==> src/hw/rtl/pps_pkg.sv <==
`timescale 1ns / 1ps

package pps_pkg;

  // result status codes
  typedef enum logic [3:0] {
    STATUS_PENDING    = 4'd0,
    STATUS_ACCEPTED   = 4'd1,
    STATUS_BAD_FIRST  = 4'd2,
    STATUS_CHECKSUM   = 4'd3,
    STATUS_FMT_BIT7   = 4'd4,
    STATUS_THIRD_BYTE = 4'd5,
    STATUS_PROTOCOL   = 4'd6,
    STATUS_BAD_FI     = 4'd7,
    STATUS_BAD_DI     = 4'd8,
    STATUS_RATE       = 4'd9
  } status_e;

  // register byte addresses
  localparam int unsigned AddrWidth = 3;
  localparam logic [AddrWidth-1:0] ADDR_FI_CODE = 3'd0;
  localparam logic [AddrWidth-1:0] ADDR_DI_CODE = 3'd4;

  localparam logic [3:0] FI_CODE_RESET = 4'd9;  // Fi 512
  localparam logic [3:0] DI_CODE_RESET = 4'd6;  // Di 32
  localparam logic [7:0] PPS_INITIAL   = 8'hff;

  typedef struct packed {
    logic [3:0] fi_code;
    logic [3:0] di_code;
  } cfg_t;

  typedef struct packed {
    status_e    status;
    logic [2:0] length;
  } result_t;

  // clock rate conversion codes with a defined Fi
  function automatic logic fi_code_valid(input logic [3:0] code);
    logic ok;
    case (code)
      4'd0, 4'd7, 4'd8, 4'd14, 4'd15: ok = 1'b0;
      default:                         ok = 1'b1;
    endcase
    return ok;
  endfunction

  // baud rate adjustment codes with a defined Di
  function automatic logic di_code_valid(input logic [3:0] code);
    logic ok;
    case (code)
      4'd0, 4'd7, 4'd8, 4'd9: ok = 1'b0;
      default:                ok = 1'b1;
    endcase
    return ok;
  endfunction

endpackage

==> src/hw/rtl/pps_byte_if.sv <==
`timescale 1ns / 1ps

interface pps_byte_if;
  logic       valid;
  logic       ready;
  logic [7:0] rx_byte;

  modport source (output valid, output rx_byte, input ready);
  modport sink (input valid, input rx_byte, output ready);
endinterface

==> src/hw/rtl/pps_result_if.sv <==
`timescale 1ns / 1ps

interface pps_result_if;
  logic            valid;
  logic            ready;
  pps_pkg::status_e status;
  logic [2:0]      length;

  modport source (output valid, output status, output length, input ready);
  modport sink (input valid, input status, input length, output ready);
endinterface

==> src/hw/rtl/pps_request_checker_top.sv <==
`timescale 1ns / 1ps

// Checks a smart-card PPS request that arrives one byte per request on
// req_i and returns one result per byte on rsp_o: the status (pending until
// the request is complete or the initial byte is found wrong after three
// bytes, then a final code) and the number of bytes received so far. A final
// code clears the request state. The block sits between an input register
// and a result register, so a byte can be taken in every cycle while rsp_o
// is ready, and its result reaches rsp_o through both registers in turn.
// The accepted Fi and Di codes sit at byte addresses 0 and 4 of the APB
// port and should only be written while no request bytes are in flight.
module pps_request_checker_top (
  input  logic                          clk_i,
  input  logic                          rst_ni,
  pps_byte_if.sink                      req_i,
  pps_result_if.source                  rsp_o,
  input  logic                          psel,
  input  logic                          penable,
  input  logic                          pwrite,
  input  logic [pps_pkg::AddrWidth-1:0] paddr,
  input  logic [31:0]                   pwdata,
  output logic [31:0]                   prdata,
  output logic                          pready
);

  pps_pkg::cfg_t    cfg;
  pps_pkg::result_t result;

  logic       in_valid_q;
  logic [7:0] in_byte_q;
  logic       out_valid_q;
  pps_pkg::result_t out_q;
  logic       out_adv;
  logic       eval_fire;
  logic       in_fire;

  pps_cfg_regs u_cfg (
    .clk_i   (clk_i),
    .rst_ni  (rst_ni),
    .psel    (psel),
    .penable (penable),
    .pwrite  (pwrite),
    .paddr   (paddr),
    .pwdata  (pwdata),
    .prdata  (prdata),
    .pready  (pready),
    .cfg_o   (cfg)
  );

  // pipeline advance
  assign out_adv     = !out_valid_q || rsp_o.ready;
  assign eval_fire   = in_valid_q && out_adv;
  assign req_i.ready = !in_valid_q || out_adv;
  assign in_fire     = req_i.valid && req_i.ready;

  // input register
  always_ff @(posedge clk_i or negedge rst_ni) begin
    if (!rst_ni) begin
      in_valid_q <= 1'b0;
    end else if (req_i.ready) begin
      in_valid_q <= req_i.valid;
    end
  end

  always_ff @(posedge clk_i) begin
    if (in_fire) begin
      in_byte_q <= req_i.rx_byte;
    end
  end

  pps_eval u_eval (
    .clk_i     (clk_i),
    .rst_ni    (rst_ni),
    .fire_i    (eval_fire),
    .rx_byte_i (in_byte_q),
    .cfg_i     (cfg),
    .result_o  (result)
  );

  // result register
  always_ff @(posedge clk_i or negedge rst_ni) begin
    if (!rst_ni) begin
      out_valid_q <= 1'b0;
    end else if (out_adv) begin
      out_valid_q <= in_valid_q;
    end
  end

  always_ff @(posedge clk_i) begin
    if (eval_fire) begin
      out_q <= result;
    end
  end

  assign rsp_o.valid  = out_valid_q;
  assign rsp_o.status = out_q.status;
  assign rsp_o.length = out_q.length;

  // a bad initial byte is reported exactly at the third byte
  assert property (@(posedge clk_i) disable iff (!rst_ni)
    eval_fire && result.status == pps_pkg::STATUS_BAD_FIRST |-> result.length == 3'd3)
    else $error("bad initial byte reported at wrong length");

  // any other final status needs at least three bytes
  assert property (@(posedge clk_i) disable iff (!rst_ni)
    eval_fire && result.status != pps_pkg::STATUS_PENDING |-> result.length >= 3'd3)
    else $error("final status on a short request");

  // the result count never wraps to zero
  assert property (@(posedge clk_i) disable iff (!rst_ni)
    eval_fire |-> result.length != 3'd0)
    else $error("byte count wrapped");

  // input stalls only while a result is held at the output
  assert property (@(posedge clk_i) disable iff (!rst_ni)
    !req_i.ready |-> out_valid_q && in_valid_q)
    else $error("input stalled without a held result");

endmodule

==> src/hw/rtl/pps_cfg_regs.sv <==
`timescale 1ns / 1ps

module pps_cfg_regs (
  input  logic                          clk_i,
  input  logic                          rst_ni,
  input  logic                          psel,
  input  logic                          penable,
  input  logic                          pwrite,
  input  logic [pps_pkg::AddrWidth-1:0] paddr,
  input  logic [31:0]                   pwdata,
  output logic [31:0]                   prdata,
  output logic                          pready,
  output pps_pkg::cfg_t                 cfg_o
);

  logic          wr_en;
  pps_pkg::cfg_t cfg_q;
  pps_pkg::cfg_t cfg_d;

  assign pready = 1'b1;
  assign wr_en  = psel & penable & pwrite;

  // word-aligned decode on the address
  always_comb begin
    cfg_d = cfg_q;
    if (wr_en) begin
      if (paddr[2] == pps_pkg::ADDR_DI_CODE[2]) begin
        cfg_d.di_code = pwdata[3:0];
      end else begin
        cfg_d.fi_code = pwdata[3:0];
      end
    end
  end

  always_ff @(posedge clk_i or negedge rst_ni) begin
    if (!rst_ni) begin
      cfg_q.fi_code <= pps_pkg::FI_CODE_RESET;
      cfg_q.di_code <= pps_pkg::DI_CODE_RESET;
    end else begin
      cfg_q <= cfg_d;
    end
  end

  // read back
  always_comb begin
    if (paddr[2] == pps_pkg::ADDR_DI_CODE[2]) begin
      prdata = {28'd0, cfg_q.di_code};
    end else begin
      prdata = {28'd0, cfg_q.fi_code};
    end
  end

  assign cfg_o = cfg_q;

endmodule

==> src/hw/rtl/pps_eval.sv <==
`timescale 1ns / 1ps

module pps_eval (
  input  logic             clk_i,
  input  logic             rst_ni,
  input  logic             fire_i,
  input  logic [7:0]       rx_byte_i,
  input  pps_pkg::cfg_t    cfg_i,
  output pps_pkg::result_t result_o
);

  logic [2:0] count_q, count_d;
  logic [7:0] first_q, first_d;
  logic [7:0] format_q, format_d;
  logic [7:0] param1_q, param1_d;
  logic [7:0] xor_q, xor_d;

  logic [2:0]       len;
  logic [2:0]       expected;
  logic [3:0]       fi;
  logic [3:0]       di;
  pps_pkg::status_e status;

  // fold the new byte into the request
  always_comb begin
    len      = count_q + 3'd1;
    first_d  = (count_q == 3'd0) ? rx_byte_i : first_q;
    format_d = (count_q == 3'd1) ? rx_byte_i : format_q;
    param1_d = (count_q == 3'd2 && format_q[4]) ? rx_byte_i : param1_q;
    xor_d    = xor_q ^ rx_byte_i;
    count_d  = len;
  end

  // expected length: initial, format and check bytes plus optional ones
  assign expected = 3'd3 + {2'd0, format_d[4]} + {2'd0, format_d[5]}
                  + {2'd0, format_d[6]} + {2'd0, format_d[7]};
  assign fi = param1_d[7:4];
  assign di = param1_d[3:0];

  // status in priority order
  always_comb begin
    status = pps_pkg::STATUS_PENDING;
    if (len >= 3'd3) begin
      if (first_d != pps_pkg::PPS_INITIAL) begin
        status = pps_pkg::STATUS_BAD_FIRST;
      end else if (len >= expected) begin
        if (xor_d != 8'd0) begin
          status = pps_pkg::STATUS_CHECKSUM;
        end else if (format_d[7]) begin
          status = pps_pkg::STATUS_FMT_BIT7;
        end else if (format_d[6]) begin
          status = pps_pkg::STATUS_THIRD_BYTE;
        end else if (format_d[3:0] != 4'd0) begin
          status = pps_pkg::STATUS_PROTOCOL;
        end else if (!pps_pkg::fi_code_valid(fi)) begin
          status = pps_pkg::STATUS_BAD_FI;
        end else if (!pps_pkg::di_code_valid(di)) begin
          status = pps_pkg::STATUS_BAD_DI;
        end else if (fi != cfg_i.fi_code || di != cfg_i.di_code) begin
          status = pps_pkg::STATUS_RATE;
        end else begin
          status = pps_pkg::STATUS_ACCEPTED;
        end
      end
    end
  end

  assign result_o.status = status;
  assign result_o.length = len;

  // request state, cleared by any final status
  always_ff @(posedge clk_i or negedge rst_ni) begin
    if (!rst_ni) begin
      count_q  <= 3'd0;
      first_q  <= 8'd0;
      format_q <= 8'd0;
      param1_q <= 8'd0;
      xor_q    <= 8'd0;
    end else if (fire_i) begin
      if (status != pps_pkg::STATUS_PENDING) begin
        count_q  <= 3'd0;
        first_q  <= 8'd0;
        format_q <= 8'd0;
        param1_q <= 8'd0;
        xor_q    <= 8'd0;
      end else begin
        count_q  <= count_d;
        first_q  <= first_d;
        format_q <= format_d;
        param1_q <= param1_d;
        xor_q    <= xor_d;
      end
    end
  end

endmodule

==> src/flat_wrapper.sv <==
// flat-port wrapper written by rule: the top's interface ports become plain ports
module pps_request_checker_top_flat 
  (clk_i, rst_ni, psel, penable, pwrite, paddr, pwdata, prdata, pready, req_i_valid, req_i_rx_byte, req_i_ready, rsp_o_valid, rsp_o_status, rsp_o_length, rsp_o_ready);
  pps_byte_if req_i_i ();
  pps_result_if rsp_o_i ();
  input  logic clk_i;
  input  logic rst_ni;
  input  logic psel;
  input  logic penable;
  input  logic pwrite;
  input  logic [pps_pkg::AddrWidth-1:0] paddr;
  input  logic [31:0] pwdata;
  output logic [31:0] prdata;
  output logic pready;
  input wire logic [$bits(req_i_i.valid)-1:0] req_i_valid;
  input wire logic [$bits(req_i_i.rx_byte)-1:0] req_i_rx_byte;
  output wire logic [$bits(req_i_i.ready)-1:0] req_i_ready;
  output wire logic [$bits(rsp_o_i.valid)-1:0] rsp_o_valid;
  output wire logic [$bits(rsp_o_i.status)-1:0] rsp_o_status;
  output wire logic [$bits(rsp_o_i.length)-1:0] rsp_o_length;
  input wire logic [$bits(rsp_o_i.ready)-1:0] rsp_o_ready;
  assign req_i_i.valid = req_i_valid;
  assign req_i_i.rx_byte = req_i_rx_byte;
  assign req_i_ready = req_i_i.ready;
  assign rsp_o_valid = rsp_o_i.valid;
  assign rsp_o_status = rsp_o_i.status;
  assign rsp_o_length = rsp_o_i.length;
  assign rsp_o_i.ready = rsp_o_ready;
  pps_request_checker_top u_core (.clk_i(clk_i), .rst_ni(rst_ni), .req_i(req_i_i), .rsp_o(rsp_o_i), .psel(psel), .penable(penable), .pwrite(pwrite), .paddr(paddr), .pwdata(pwdata), .prdata(prdata), .pready(pready));
endmodule
==> config.mk <==
export PLATFORM = sky130hd
export DESIGN_NAME = pps_request_checker_top_flat
export DESIGN_NICKNAME = d
export VERILOG_FILES = /design/src/hw/rtl/pps_pkg.sv /design/src/hw/rtl/pps_byte_if.sv /design/src/hw/rtl/pps_result_if.sv /design/src/hw/rtl/pps_request_checker_top.sv /design/src/hw/rtl/pps_cfg_regs.sv /design/src/hw/rtl/pps_eval.sv /design/src/flat_wrapper.sv
export SDC_FILE = /design/constraint.sdc
export NUM_CORES = 1
export LEC_CHECK = 0
export ABC_AREA = 1
export CORE_MARGIN = 3
export CORE_UTILIZATION = 33
export DETAILED_ROUTE_END_ITERATION = 16
export DONT_BUFFER_PORTS = 1
export GPL_TIMING_DRIVEN = 0
export MAX_ROUTING_LAYER = met4
export PLACE_DENSITY_LB_ADDON = 0.2
export SYNTH_ARGS = -nofsm -noshare
export SYNTH_HDL_FRONTEND = slang
export SYNTH_SLANG_ARGS = --single-unit
==> constraint.sdc <==
create_clock -name clk_i -period 4.3 [get_ports clk_i]
set_input_delay 0.86 -clock clk_i [delete_from_list [all_inputs] [get_ports clk_i]]
set_output_delay 0.86 -clock clk_i [all_outputs]
set_load 0.03 [all_outputs]
* Word level (Yosys, flattened, before mapping)
Cells that the tools add are included. W data, S select, Z words.
Cells by class: add/sub/neg operators 5, $mul 0, shift-type cells 0, order comparisons 2, equality and inequality tests 12, multiplexer cells 36, reductions and logical operators 18, bitwise gates (word level) 4, divide/modulo/power cells 0
Operator list (count):
- $mux W8 | 7
- $mux W4 | 11
- $eq A4 B4 Y1 const B | 5
- $mux W1 | 17
- $add A3 B1 Y3 | 3
- $eq A4 B3 Y1 const B | 2
- $logic_not A4 Y1 | 2
- $ne A4 B4 Y1 | 2
- $ne A8 B8 Y1 const B | 1
- $reduce_bool A4 Y1 | 2
- $reduce_bool A8 Y1 | 1
- $xor A8 B8 Y8 | 1
- $reduce_or A5 Y1 | 1
- $reduce_and A2 Y1 | 2
- $reduce_or A4 Y1 | 1
- $add A2 B1 Y3 const A | 1
- $add A3 B1 Y3 const B | 1
- $eq A3 B1 Y1 const B | 1
- $eq A3 B2 Y1 const B | 1
- $ge A3 B2 Y1 const B | 1
- $ge A3 B3 Y1 | 1
- $logic_and A1 B1 Y1 | 3
- $logic_not A3 Y1 | 1
- $logic_or A1 B1 Y1 | 3
- 4 further kinds | 6
Word-level totals: register bits 60, latch bits 0, memory bits (read-only) 0, memories kept 0, input port bits 50, memory bits (writable) 0

* Logic depth before layout (Yosys ltp)
depth after elaboration 32, mapped depth 24

* Cells and area by module
From an unflattened synthesis, not the netlist that was laid out.
Second synthesis, totals: cells, all modules 585, area total of the unflattened synthesis 4021.4 um^2
Modules (own cells, without submodules):
- pps_eval | cells an instance 476, area an instance 2845.2 um^2, times used 1
- pps_cfg_regs | cells an instance 82, area an instance 630.6 um^2, times used 1
- pps_request_checker_top | cells an instance 27, area an instance 545.5 um^2, times used 1

* Worst setup path before layout
OpenSTA, ideal clock, no wires.
kind reg2reg, from register u_core.u_eval.count_q[1], to register u_core.u_eval.first_q[0], cell stages (with the launch flop) 24, setup time 0.117 ns, data arrival time 3.259 ns, slack 0.923 ns, cell sequence dfrtp_1 inv_1 ha_1 nand2_2 o21ai_0 inv_1 ha_1 inv_1 fa_1 inv_1 ha_1 ha_1 nand3_1 nand3_1 nand2_1 inv_1 nand4_1 nor2_1 nand2_1 nand2_2 nor2_8 buf_6 nand3_1 nand2_1
On the way: longest elaborated chain between the ends 25, elaborated cells between the ends (all ways) 59, classes of those cells add/sub (5); order compare (2); eq/ne (12); mux (31); reduce/logical (9)
Ends and longest elaborated chain:
- start, declared | line pps_eval.sv:12 | logic [2:0] count_q, count_d;
- start signal, assigned | line pps_eval.sv:87 | count_q <= count_d;
- $eq A3 B2 Y1 | line pps_eval.sv:29 | param1_d = (count_q == 3'd2 && format_q[4]) ? rx_byte_i : param1_q;
- $logic_and A1 B1 Y1 | line pps_eval.sv:29
- $mux W8 | line pps_eval.sv:29
- $eq A4 B3 Y1, or another cell as far along | line pps_pkg.sv:51 | case (code)
- $reduce_or A4 Y1 | line pps_pkg.sv:51
- $mux W1 | line pps_pkg.sv:51
- $mux W1 | line pps_eval.sv:55 | end else if (!pps_pkg::fi_code_valid(fi)) begin
- $mux W1 | line pps_eval.sv:53 | end else if (format_d[3:0] != 4'd0) begin
- (+9 left out)
- $mux W4 | line pps_eval.sv:51 | end else if (format_d[6]) begin
- $mux W4 | line pps_eval.sv:49 | end else if (format_d[7]) begin
- $mux W4 | line pps_eval.sv:47 | if (xor_d != 8'd0) begin
- $mux W4 | line pps_eval.sv:46 | end else if (len >= expected) begin
- $mux W4 | line pps_eval.sv:44 | if (first_d != pps_pkg::PPS_INITIAL) begin
- $mux W4 | line pps_eval.sv:43 | if (len >= 3'd3) begin
- $reduce_bool A4 Y1 | line pps_eval.sv:80 | if (status != pps_pkg::STATUS_PENDING) begin
- $mux W8 (*) | line pps_eval.sv:80
- end signal, assigned | line pps_eval.sv:88 | first_q <= first_d;
- end, declared | line pps_eval.sv:13 | logic [7:0] first_q, first_d;
Every way passes the cells marked *; elsewhere a longest branch is shown, timed or not. The select of a mux whose other input is x is not followed. A chain may end at the register's enable or synchronous reset.

* Final worst setup path
from register u_core.u_eval.count_q[1], to register u_core.u_eval.param1_q[2]
On the way: longest elaborated chain between the ends 25, elaborated cells between the ends (all ways) 59, classes of those cells add/sub (5); order compare (2); eq/ne (12); mux (31); reduce/logical (9)
Ends and longest elaborated chain:
- $eq A3 B2 Y1 | line pps_eval.sv:29
- $logic_and A1 B1 Y1 | line pps_eval.sv:29
- $mux W8 | line pps_eval.sv:29
- $eq A4 B3 Y1, or another cell as far along | line pps_pkg.sv:51
- $reduce_or A4 Y1 | line pps_pkg.sv:51
- $mux W1 | line pps_pkg.sv:51
- $mux W1 | line pps_eval.sv:55
- $mux W1 | line pps_eval.sv:53
- (+9 left out)
- $mux W4 | line pps_eval.sv:51
- $mux W4 | line pps_eval.sv:49
- $mux W4 | line pps_eval.sv:47
- $mux W4 | line pps_eval.sv:46
- $mux W4 | line pps_eval.sv:44
- $mux W4 | line pps_eval.sv:43
- $reduce_bool A4 Y1 | line pps_eval.sv:80
- $mux W8 (*) | line pps_eval.sv:80
- end signal, assigned | line pps_eval.sv:90 | param1_q <= param1_d;
- end, declared | line pps_eval.sv:15 | logic [7:0] param1_q, param1_d;
Marks and branches as above.

==> impl_results.md <==
- Setup crit start kind: register
- Layout area overhead: 14.9%
- Initial antenna violation count: 0
- Final hold viol count: 0
- Largest net degree at the start of global routing: 46
- Antenna diode count: 0
- DR vias: 3359
- Ys Warns: 0
- Worst reg2reg endpoint: u_core.u_eval.param1_q[2]
- Critical path peak fanout: 10
- Gr usage total: 15.9%
- # Post-CTS Setup Buffers: 0
- Highest metal used: met4
- WP buf/inv: 6
- Detailed Routing Iterations Pass 1: 4
- Combinational power share: 49.1%
- Clk pwr share: 23.1%
- Crit path max-delay cell type: dfrtp_1
- Synth Register Bits: 60
- Mapped cell area: 3870 um2
- # IOs: 92
- Post-CTS Hold Fix Bufs: 0
- Vias in the first global route: 3052
- Clock-pin slew on the worst setup and hold paths: 0.06 ns
- HP Class: primary input to async pin
- Area of the multi-input gates: 1830 um2
- Dpl hpwl: 7.21 mm
- Leak pwr: 2.42 nW
- Slew @ Worst Pin: 0.981 ns
- Post-synthesis sequential area ratio: 40.8%
- RSZ-0062 raised after global routing: no
- Worst reg-to-reg path cell count: 23
- Crit path DAT: 4.17 ns
- Core ar.: 11200 um2
- Skew-Pair Late Insertion Delay: 0.34 ns
- Maximum clock path buffer count: 2
- ANT nets after route: 0
- Share of cells above drive strength 1: 11.3%
- Yosys top cell area share: 26.5%
- Final std cells w/o fill: 741
- Placed cell count: 725
- CP peak stage delay: 0.42 ns
- Synth cell types: 25
- Switching share of power: 45.1%
- First-pass GRT wire length: 15.7 mm
- WL met2: 4.48 mm
- Port bufs: 0
- Horiz. Die Dim: 114 um
- Final WL: 9.70 mm
- Clock sinks: 60
- Max_cap viols: 0
- Worst Path Required: 4.57 ns
- Worst hold slack: 0.210 ns
- Initial core utilization: 34.7%
- Drt drc: 0
- Outcome: finished clean
- Pwr dens: 711 nW/um2
- Gpl congestion: 0.865
- Starting DRT DRC Count: 219
- CTS tree: yes
- DR WL/cell: 13.1 um
- Crit Path Class: register to register
- FF/Latch Area: 1580 um2
- Root Driver: clkbuf_16
- DR vias/cell: 4.53
- Critical path, cell by cell: inv_1 > ha_1 > nand2_2 > o21ai_0 > inv_1 > ha_1 > inv_1 > fa_1 > inv_1 > ha_1 > ha_1 > nand3_1 > nand3_1 > nand2_1 > inv_1 > nand4_1 > nor2_1 > nand2_1 > nand2_2 > nor2_8 > buf_6 > nand3_1 > nand2_1
- Top area cells in the synthesized netlist: dfrtp_1 (26%), nand2_1 (22%), edfxtp_1 (12%), nand3_1 (7.4%), buf_4 (6.2%)
- Pins Over Slew Limit: 0
- CTS buffer count: 9
- GRT overflow: 0
- Die Area: 13100 um2
- Crit share post-route: 90.7%
- Crit path top cell by count: inv_1
- Setup total negative slack: 0 ns
- Reg2reg setup slack: 0.40 ns
- Slew HR: 33.9%
- Period minus WS final: 3.90 ns
- Post-Syn Instances: 558
- CP Launch Point: u_core.u_eval.count_q[1]
- # rows: 38
- Psw: 1.43 mW
- Post_cts resized: 0
- Largest area contributor in the netlist: dfrtp_1
- FILL cells: 1174
- Nets: 656
- Pint: 1.74 mW
- VDD IR max: 0.251 mV
- CP endpoint kind: register
- H-tree Lvls: 3
- Flop pwr share: 27.8%
- Avg Inst Size Synth: 6.94 um2
- M1 WL: 4.69 mm
- Routed wl met3: 338 um
- Crit path max-delay family: adder cells
- R2R Path Start: u_core.u_eval.count_q[1]
- Max Clock Freq: 256 MHz
- Skew final: 0.00796 ns
- Final Setup Violations: 0
- Height of the die: 114 um
cell usage after synthesis:
library cell,instances
a21oi_1,18
and3_1,1
buf_2,3
buf_4,32
buf_6,3
clkbuf_1,9
conb_1,2
dfrtp_1,41
dfstp_2,4
edfxtp_1,15
fa_1,1
ha_1,9
inv_1,64
inv_2,1
nand2_1,231
nand2_2,6
nand3_1,57
nand3_2,1
nand4_1,5
nor2_1,35
nor2_4,1
nor2_8,1
o21ai_0,15
o21ai_1,2
xnor2_1,1
layout make-up:
cell class	instances	share of cell area [%]
multi-input combinational	413	41.0
sequential	60	35.5
buffer	47	7.25
inverter	65	5.48
clock buffer	9	5.06
tap	140	3.94
clock inverter	7	1.71
worst register-to-register path: cells and delay by family, from the launching register on:
| family | cells | cell delay (ns) |
|---|---|---|
| compound gates | 1 | 0.25 |
| fa+ha+maj | 5 | 1.45 |
| buf+inv | 6 | 0.59 |
| flops | 1 | 0.42 |
| simple gates | 11 | 1.13 |
cell families (layout without fill, tap and decap cells):
family | after synthesis | after routing | synth area share (%)
and+or+nand+nor | 338 | 338 | 36.2
other | 2 | 29 | 0.194
buffers and inverters | 112 | 128 | 14.6
AOI/OAI and AO/OA | 35 | 35 | 4.52
DFF | 60 | 60 | 40.8
xor gates and xnor gates | 1 | 1 | 0.226
adders and majority gates | 10 | 10 | 3.42
how the worst max path moves through the flow:
stage,end,cells past startpoint
global placement,u_core.u_eval.param1_q[2],23
detailed placement,u_core.u_eval.param1_q[2],23
CTS,u_core.u_eval.param1_q[2],23
finish,u_core.u_eval.param1_q[2],23
floorplan,u_core.u_eval.first_q[0],23
global route,u_core.u_eval.count_q[1],23
layout by cell type, fill, tap and decap left out, drive strengths merged, types with 5 or more instances in the layout:
cell / n
conb: 29
nand4: 5
a21oi: 18
clkbuf: 18
nand3: 58
inv: 66
edfxtp: 15
nor2: 37
ha: 9
dfrtp: 41
o21ai: 17
buf: 38
nand2: 237
routing by layer:
layer	vias up	GRT usage, %
li1	1749	-
met1	1518	20.6
met2	78	24.9
met3	14	2.48
met4	0	6.57
met5	-	-
power by group through the flow:
| stage | logic [mW] | clock network, mW | registers [mW] |
|---|---|---|---|
| 4_1_cts | 1.56 | 0.746 | 0.879 |
| 5_1_grt | 1.76 | 0.770 | 0.897 |
| 6_report | 1.55 | 0.732 | 0.879 |
| 2_1_floorplan | 1.23 | 0 | 0.857 |
| 3_3_place_gp | 1.53 | 0 | 0.883 |
| 3_5_place_dp | 1.56 | 0 | 0.886 |
sequential cells by signal (all words and copies together) (netlist names):
register / flops
u_core.rsp_o.valid: 1
u_core.u_eval.format_q: 8
u_core.u_eval.xor_q: 8
u_core.u_cfg.cfg_o: 8
u_core.rsp_o.length: 3
u_core.in_byte_q: 8
u_core.u_eval.param1_q: 8
u_core.in_valid_q: 1
u_core.rsp_o.status: 4
u_core.u_eval.count_q: 3
u_core.u_eval.first_q: 8
stage by stage:
step	area, um2	worst slack, ns	power (mW)	utilization, %
finish	4450	0.401	3.16	39.8
global route	4450	0.0374	3.42	39.8
detailed placement	4150	0.454	2.45	37.1
floorplan	3970	0.923	2.08	-
CTS	4450	0.403	3.19	39.8
global placement	4150	0.472	2.41	37.1
No activity file was read; power rests on OpenSTA's default activity.
